## src/hw/rtl/escaped_text_to_utf16_parser_unit_macros.svh

```systemverilog
// Assertion macros for the escaped text to UTF-16 parser.
// Included by the RTL files that carry concurrent assertions; no other dependencies.
`ifndef ESCAPED_TEXT_TO_UTF16_PARSER_UNIT_MACROS_SVH
`define ESCAPED_TEXT_TO_UTF16_PARSER_UNIT_MACROS_SVH

// Same-cycle implication, disabled while reset is asserted.
`define ETU16P_ASSERT_IMP(label, clk, rst_n, ante, cons, msg) \
	label: assert property (@(posedge clk) disable iff (!rst_n) (ante) |-> (cons)) \
		else $error(msg);

// Next-cycle implication, disabled while reset is asserted.
`define ETU16P_ASSERT_NXT(label, clk, rst_n, ante, cons, msg) \
	label: assert property (@(posedge clk) disable iff (!rst_n) (ante) |=> (cons)) \
		else $error(msg);

`endif

```

## src/hw/rtl/etu16p_pkg.sv

```systemverilog
// Package for the escaped text to UTF-16 parser: phase and status codes,
// character constants, state and result structs, and the hex digit decoder.
// No dependencies.
package etu16p_pkg;

	typedef enum logic [2:0] {
		PH_PLAIN  = 3'd0,
		PH_ESCAPE = 3'd1,
		PH_HEX1   = 3'd2,
		PH_HEX2   = 3'd3,
		PH_HEX3   = 3'd4,
		PH_HEX4   = 3'd5
	} phase_t;

	typedef enum logic [2:0] {
		ST_OK         = 3'd0,
		ST_BAD_BYTE   = 3'd1,
		ST_BAD_ESCAPE = 3'd2,
		ST_TRUNCATED  = 3'd3,
		ST_BAD_HEX    = 3'd4
	} status_t;

	localparam logic [7:0] CH_SPACE_MIN = 8'h20;
	localparam logic [7:0] CH_HIGH_MIN  = 8'h80;
	localparam logic [7:0] CH_LF        = 8'h0A;
	localparam logic [7:0] CH_QUOTE     = 8'h22;
	localparam logic [7:0] CH_BSLASH    = 8'h5C;
	localparam logic [7:0] CH_SLASH     = 8'h2F;
	localparam logic [7:0] CH_LOW_B     = 8'h62;
	localparam logic [7:0] CH_LOW_F     = 8'h66;
	localparam logic [7:0] CH_LOW_N     = 8'h6E;
	localparam logic [7:0] CH_LOW_R     = 8'h72;
	localparam logic [7:0] CH_LOW_T     = 8'h74;
	localparam logic [7:0] CH_LOW_U     = 8'h75;

	localparam logic [15:0] CU_BS = 16'h0008;
	localparam logic [15:0] CU_FF = 16'h000C;
	localparam logic [15:0] CU_LF = 16'h000A;
	localparam logic [15:0] CU_CR = 16'h000D;
	localparam logic [15:0] CU_HT = 16'h0009;

	typedef struct packed {
		phase_t      phase;
		logic [11:0] hex_acc;
		status_t     err;
	} state_t;

	typedef struct packed {
		logic        emit;
		logic        unit_valid;
		logic [15:0] char_unit;
		logic        message_end;
		status_t     status;
	} result_t;

	typedef struct packed {
		logic       ok;
		logic [3:0] value;
	} hex_digit_t;

	function automatic hex_digit_t hex_decode(input logic [7:0] b);
		hex_digit_t d;
		d = '{ok: 1'b0, value: 4'd0};
		if (b inside {[8'h30:8'h39]}) begin
			d = '{ok: 1'b1, value: 4'(b - 8'h30)};
		end else if (b inside {[8'h61:8'h66]}) begin
			d = '{ok: 1'b1, value: 4'(b - 8'h57)};
		end else if (b inside {[8'h41:8'h46]}) begin
			d = '{ok: 1'b1, value: 4'(b - 8'h37)};
		end
		return d;
	endfunction

endpackage

```

## src/hw/rtl/etu16p_step.sv

```systemverilog
// Per-byte decode step: next parser state and the result for one item.
// Purely combinational; depends on etu16p_pkg.
module etu16p_step (
	input  logic [7:0]          text_byte,
	input  logic                final_byte,
	input  etu16p_pkg::state_t  cur,
	output etu16p_pkg::state_t  nxt,
	output etu16p_pkg::result_t res
);
	import etu16p_pkg::*;

	state_t      s;
	logic        have_unit;
	logic [15:0] unit;
	hex_digit_t  d;

	always_comb begin
		s         = cur;
		have_unit = 1'b0;
		unit      = 16'h0000;
		d         = hex_decode(text_byte);
		if (cur.err == ST_OK) begin
			case (cur.phase)
				PH_PLAIN: begin
					if ((text_byte < CH_SPACE_MIN || text_byte >= CH_HIGH_MIN)
							&& text_byte != CH_LF) begin
						s.err = ST_BAD_BYTE;
					end else if (text_byte == CH_BSLASH) begin
						s.phase = PH_ESCAPE;
					end else begin
						have_unit = 1'b1;
						unit      = {8'h00, text_byte};
					end
				end
				PH_ESCAPE: begin
					s.phase   = PH_PLAIN;
					have_unit = 1'b1;
					case (text_byte)
						CH_QUOTE:  unit = {8'h00, CH_QUOTE};
						CH_BSLASH: unit = {8'h00, CH_BSLASH};
						CH_SLASH:  unit = {8'h00, CH_SLASH};
						CH_LOW_B:  unit = CU_BS;
						CH_LOW_F:  unit = CU_FF;
						CH_LOW_N:  unit = CU_LF;
						CH_LOW_R:  unit = CU_CR;
						CH_LOW_T:  unit = CU_HT;
						CH_LOW_U: begin
							have_unit = 1'b0;
							s.phase   = PH_HEX1;
							s.hex_acc = 12'h000;
						end
						default: begin
							have_unit = 1'b0;
							s.err     = ST_BAD_ESCAPE;
						end
					endcase
				end
				PH_HEX1, PH_HEX2, PH_HEX3: begin
					if (!d.ok) begin
						s.err = ST_BAD_HEX;
					end else begin
						s.hex_acc = {cur.hex_acc[7:0], d.value};
						s.phase   = phase_t'(cur.phase + 3'd1);
					end
				end
				PH_HEX4: begin
					if (!d.ok) begin
						s.err = ST_BAD_HEX;
					end else begin
						have_unit = 1'b1;
						unit      = {cur.hex_acc, d.value};
						s.hex_acc = 12'h000;
						s.phase   = PH_PLAIN;
					end
				end
				default: begin
					s.err = ST_BAD_ESCAPE;
				end
			endcase
		end
		if (final_byte && s.err == ST_OK && s.phase != PH_PLAIN) begin
			s.err = ST_TRUNCATED;
		end

		res.emit        = have_unit || final_byte;
		res.unit_valid  = have_unit && s.err == ST_OK;
		res.char_unit   = (have_unit && s.err == ST_OK) ? unit : 16'h0000;
		res.message_end = final_byte;
		res.status      = final_byte ? s.err : ST_OK;

		if (final_byte) begin
			nxt = '{phase: PH_PLAIN, hex_acc: 12'h000, err: ST_OK};
		end else begin
			nxt = s;
		end
	end

endmodule

```

## src/hw/rtl/escaped_text_to_utf16_parser_unit.sv

```systemverilog
// Top level of the escaped text to UTF-16 parser: input register, parser state and
// result register around the decode step. Depends on etu16p_pkg, etu16p_step and the macro header.
//
// The unit takes one byte of escaped text per cycle and returns a UTF-16 code unit for every
// plain character or completed escape, plus one result carrying the message status for the
// last byte. Each byte passes through an input register and a result register before its
// result is presented. The sustained rate is one byte per cycle; it drops only while the
// result register holds an item that the consumer stalls and the byte in the input register
// has a result to deliver. Bytes that produce no result never wait for the output. After
// an error the rest of the message is consumed silently and the status arrives with the
// last byte.
`include "escaped_text_to_utf16_parser_unit_macros.svh"

module escaped_text_to_utf16_parser_unit (
	input  logic        clk,
	input  logic        arst_n,
	input  logic        in_valid,
	output logic        in_stall,
	input  logic [7:0]  text_byte,
	input  logic        final_byte,
	output logic        out_valid,
	input  logic        out_stall,
	output logic        unit_valid,
	output logic [15:0] char_unit,
	output logic        message_end,
	output logic [2:0]  status
);
	import etu16p_pkg::*;

	logic        valid_s1;
	logic [7:0]  text_byte_s1;
	logic        final_byte_s1;
	state_t      state_q;
	state_t      state_nxt;
	result_t     res;
	logic        out_free;
	logic        adv_s1;
	logic        out_valid_s2;
	logic        unit_valid_s2;
	logic [15:0] char_unit_s2;
	logic        message_end_s2;
	status_t     status_s2;

	etu16p_step u_step (
		.text_byte  (text_byte_s1),
		.final_byte (final_byte_s1),
		.cur        (state_q),
		.nxt        (state_nxt),
		.res        (res)
	);

	assign out_free = !out_valid_s2 || !out_stall;
	assign adv_s1   = valid_s1 && (!res.emit || out_free);
	assign in_stall = valid_s1 && !adv_s1;

	always_ff @(posedge clk or negedge arst_n) begin
		if (!arst_n) begin
			valid_s1 <= 1'b0;
		end else if (!in_stall) begin
			valid_s1 <= in_valid;
		end
	end

	always_ff @(posedge clk) begin
		if (in_valid && !in_stall) begin
			text_byte_s1  <= text_byte;
			final_byte_s1 <= final_byte;
		end
	end

	always_ff @(posedge clk or negedge arst_n) begin
		if (!arst_n) begin
			state_q <= '{phase: PH_PLAIN, hex_acc: 12'h000, err: ST_OK};
		end else if (adv_s1) begin
			state_q <= state_nxt;
		end
	end

	always_ff @(posedge clk or negedge arst_n) begin
		if (!arst_n) begin
			out_valid_s2 <= 1'b0;
		end else if (out_free) begin
			out_valid_s2 <= adv_s1 && res.emit;
		end
	end

	always_ff @(posedge clk) begin
		if (out_free && adv_s1 && res.emit) begin
			unit_valid_s2  <= res.unit_valid;
			char_unit_s2   <= res.char_unit;
			message_end_s2 <= res.message_end;
			status_s2      <= res.status;
		end
	end

	assign out_valid   = out_valid_s2;
	assign unit_valid  = unit_valid_s2;
	assign char_unit   = char_unit_s2;
	assign message_end = message_end_s2;
	assign status      = 3'(status_s2);

	`ETU16P_ASSERT_IMP(a_unit_means_ok, clk, arst_n, out_valid_s2 && unit_valid_s2, status_s2 == ST_OK, "A decoded item carries an error status.")
	`ETU16P_ASSERT_IMP(a_status_only_at_end, clk, arst_n, out_valid_s2 && !message_end_s2, status_s2 == ST_OK, "A status is reported before the end of the message.")
	`ETU16P_ASSERT_NXT(a_state_clears_at_end, clk, arst_n, adv_s1 && final_byte_s1, state_q.phase == PH_PLAIN && state_q.err == ST_OK && state_q.hex_acc == 12'h000, "Parser state not cleared after the last byte.")
	`ETU16P_ASSERT_IMP(a_stall_needs_result, clk, arst_n, in_stall, valid_s1 && res.emit && out_valid_s2 && out_stall, "Input stalled without a blocked result.")

endmodule

```

## config.mk

```make
export PLATFORM = sky130hd
export DESIGN_NAME = escaped_text_to_utf16_parser_unit
export DESIGN_NICKNAME = d
export VERILOG_FILES = /design/src/hw/rtl/etu16p_pkg.sv /design/src/hw/rtl/etu16p_step.sv /design/src/hw/rtl/escaped_text_to_utf16_parser_unit.sv
export VERILOG_INCLUDE_DIRS = /design/src /design/src/hw/rtl
export SDC_FILE = /design/constraint.sdc
export NUM_CORES = 1
export LEC_CHECK = 0
export ABC_AREA = 1
export BUFFER_PORTS_ARGS = -buffer_cell sky130_fd_sc_hd__buf_2
export CELL_PAD_IN_SITES_DETAIL_PLACEMENT = 1
export CELL_PAD_IN_SITES_GLOBAL_PLACEMENT = 1
export CORE_ASPECT_RATIO = 0.7
export CORE_MARGIN = 2
export CORE_UTILIZATION = 35
export DETAILED_ROUTE_END_ITERATION = 6
export PLACE_DENSITY_LB_ADDON = 0.1
export RECOVER_POWER = 100
export SKIP_CTS_REPAIR_TIMING = 1
export SYNTH_ARGS = -nofsm -noshare
export SYNTH_HDL_FRONTEND = slang
export SYNTH_HIERARCHICAL = 1
export SYNTH_SLANG_ARGS = --single-unit
```

## constraint.sdc

```tcl
create_clock -name clk -period 4.7 [get_ports clk]
set_input_delay 0.705 -clock clk [delete_from_list [all_inputs] [get_ports clk]]
set_output_delay 0.705 -clock clk [all_outputs]
set_load 0.02 [all_outputs]
```

==> run_results.csv <==
group,metric,value,unit
outcome,status,"completed",
drt,route.detailed.drc,0,
synth,seq_area_frac_synth,0.447,
critical_path,cp_max_fo,21,
critical_path,worstPathRequired,3.99,ns
die,die_x,117,um
critical_path,worst_path_largest_cell_delay,0.52,ns
global_route,grtUsageTotal,0.187,
clocking,cts.sinks,50,
critical_path,rr_startpoint,"text_byte_s1[3]",
timing,setup_viol,0,
synth,yosys_warnings,6,
hold_path,hold_class,"register to register",
finish,final_area,3430,sq um
drt,drtIter0Drc,210,
critical_path,critPathLaunchType,"register",
run,maxCapViolCount,0,
timing,post-route-period-util,0.851,
die,die_h,83.2,um
clocking,cts_tree,"built",
hold_path,whs_endpoint,"state_q[0]",
critical_path,path_class,"register to primary output",
critical_path,rr_worst_depth,15,
timing,rsz0062_at_grt,"false",
clocking,clk_pin_slew,0.07,ns
timing,worst_pin_slew,1.19,ns
finish,nNetsFinal,445,
critical_path,rrSetupSlack,1.17,ns
placement,io_buffer_count,35,
critical_path,cpMostUsedCell,"nor2_1",
placement,placed_cell_area,3390,sq um
finish,syn2layout_area_growth,9.54,%
global_route,grt_max_degree,22,
drt,dr.pass1.iters,4,
pwr,power_density,445,nW/um^2
pwr,leakagePower,1.49,nW
drt,via_per_inst,4.87,
global_route,antenna_found_initial,0,
timing,drv_slew,0,
synth,synth_fp_nets,414,
critical_path,crit_chain,"inv_1, nand2_1, nor2_1, nand3_1, nand2_4, nand2_1, nand3_1, nor2_1, o21ai_0, nand3_2, nor2_1, clkbuf_1",
timing,max_clock_freq,0.250,GHz
clocking,htree_num_levels,2,
critical_path,critical_path_arrival,3.29,ns
synth,synth.cell_area,3130,sq um
die,io_pins,36,
placement,dpl.hpwl,6560,um
clocking,insertion_delay,0.30,ns
timing,slew_headroom,0.204,
drt,drt_wl_total,8560,um
clocking,cts-root-buf,"clkbuf_16",
critical_path,crit_path_end_kind,"primary output",
critical_path,timing.rr.end,"char_unit[4]",
die,std_cell_rows,28,
drt,wl_per_cell,15.8,um
die,initial_core_util,0.365,
finish,diodes,0,
placement,gp_congestion,0.804,
synth,ys_ff_latch,50,
critical_path,slowest_stage,"edfxtp_1",
global_route,grt_pass1_vias,2636,
pwr,finalPower,1.53,mW
global_route,grt_overflow,0,
die,core,8580,sq um
drt,vias,2638,
clocking,numCtsBuffers,5,
die,die_area,9740,sq um
global_route,grt_pass1_wl,14000,um
synth,yosysUniqueCellTypes,35,
hold_path,hold_path_depth,2,
drt,drtAntennaViolNets,0,
timing,tns,0,ns
timing,finalHoldViolCount,0,
synth,syn_inst,390,
clocking,cts.path.max_buffers,2,
pwr,ir_drop,0.206,mV
synth,avgSynthCellArea,8.04,sq um
hold_path,min-delay-start,"state_q[0]",
timing,finalClockSkew,0.00535,ns
timing,period_needed,4.00,ns
finish,drive_above_1_share,0.0995,
## cell usage after synthesis
master,n,share of area
xnor2_1,1,0.0028
o211ai_1,1,0.0024
nand3_1,44,0.070
nor3_2,9,0.029
dfrtp_1,20,0.16
nand3_2,3,0.0096
o21ai_1,3,0.0048
edfxtp_1,30,0.29
nand2_4,2,0.0072
inv_4,1,0.0020
buf_6,3,0.011
buf_4,2,0.0048
o22ai_1,5,0.010
buf_2,3,0.0048
o2111ai_1,1,0.0028
nand2_1,115,0.14
clkbuf_1,4,0.0048
a41oi_1,1,0.0028
nand4_1,2,0.0040
or2_2,1,0.0020
ha_1,11,0.044
a21oi_4,1,0.0052
a221oi_1,1,0.0028
nor3_1,5,0.0080
nand2_2,6,0.012
nor2_4,2,0.0072
nand3_4,2,0.011
nand3b_1,1,0.0024
nor2_2,5,0.010
a32oi_1,1,0.0028
o21ai_0,7,0.011
a21oi_1,20,0.032
inv_2,7,0.0084
inv_1,33,0.040
nor2_1,37,0.044
## where the power goes
part	internal, mW	switching (mW)	total [mW]
Clock	0.198	0.174	0.372
Combinational	0.141	0.432	0.574
Sequential	0.545	0.0378	0.583
Total	0.885	0.644	1.53
## cell families (layout without fill, tap and decap cells)
kind of cell	after synthesis	after routing	synth area share
compound gates	41	41	0.0766
fa+ha+maj	11	11	0.0439
xor+xnor	1	1	0.00279
buf+inv	53	85	0.0750
simple gates	234	234	0.354
flops	50	50	0.447
## state kept, by name, summed over array words and instances, names as in the netlist
name	count
state_q	18
char_unit	16
text_byte_s1	8
status	3
final_byte_s1	1
message_end	1
out_valid	1
unit_valid	1
valid_s1	1
## routing by layer
layer  GRT usage  share of wire
met5           0              0
met4      0.0353          0.011
met3      0.0358          0.037
met2       0.257           0.40
met1       0.302           0.55
## worst max-delay path: cells and delay by family (launching register included)
kind | cells | cell delay (ns)
compound gates | 1 | 0.27
buf+inv | 2 | 0.43
flops | 1 | 0.52
simple gates | 9 | 1.78
## layout by cell type, fill, tap and decap left out, types with 2 or more instances in the layout
cell	netlist	layout
edfxtp_1	30	30
nor2_1	37	38
nand3_1	44	45
nand2_2	6	4
buf_2	3	11
o22ai_1	5	5
ha_1	11	11
nand3_2	3	2
nand4_1	2	2
dfrtp_1	20	20
inv_2	7	6
inv_1	33	34
o21ai_0	7	7
a21oi_1	20	20
o21ai_1	3	3
clkbuf_1	4	25
nor3_1	5	14
nor2_4	2	2
clkbuf_16	0	5
nand3_4	2	2
nand2_1	115	118
nor2_2	5	4
## worst max-delay path by stage
stage / startpoint / end / slack, ns
2_1_floorplan: text_byte_s1[0] / in_stall / 1.84
3_3_place_gp: text_byte_s1[1] / in_stall / 1.28
3_5_place_dp: text_byte_s1[1] / in_stall / 1.19
4_1_cts: text_byte_s1[1] / in_stall / 0.85
5_1_grt: text_byte_s1[1] / in_stall / 0.40
6_report: text_byte_s1[3] / in_stall / 0.70
## layout make-up
| type | count | area, sq um |
|---|---|---|
| Fill cell | 1089 | 5150 |
| Tap cell | 120 | 150 |
| Multi-Input combinational cell | 287 | 1430 |
| Inverter | 41 | 155 |
| Clock buffer | 5 | 125 |
| Timing Repair Buffer | 36 | 149 |
| Clock inverter | 3 | 20.0 |
| Sequential cell | 50 | 1400 |
## through the flow
| stage | std cells | util | hold slack (ns) | worst slack [ns] |
|---|---|---|---|---|
| after floorplan | 390 | - | 0.409 | 1.84 |
| after global placement | 534 | 0.395 | 0.458 | 1.28 |
| after detailed placement | 534 | 0.395 | 0.463 | 1.19 |
| after CTS | 542 | 0.412 | 0.389 | 0.848 |
| after global routing | 542 | 0.400 | 0.541 | 0.399 |
| final | 542 | 0.400 | 0.475 | 0.701 |
Power figures use the tool's default switching activity.
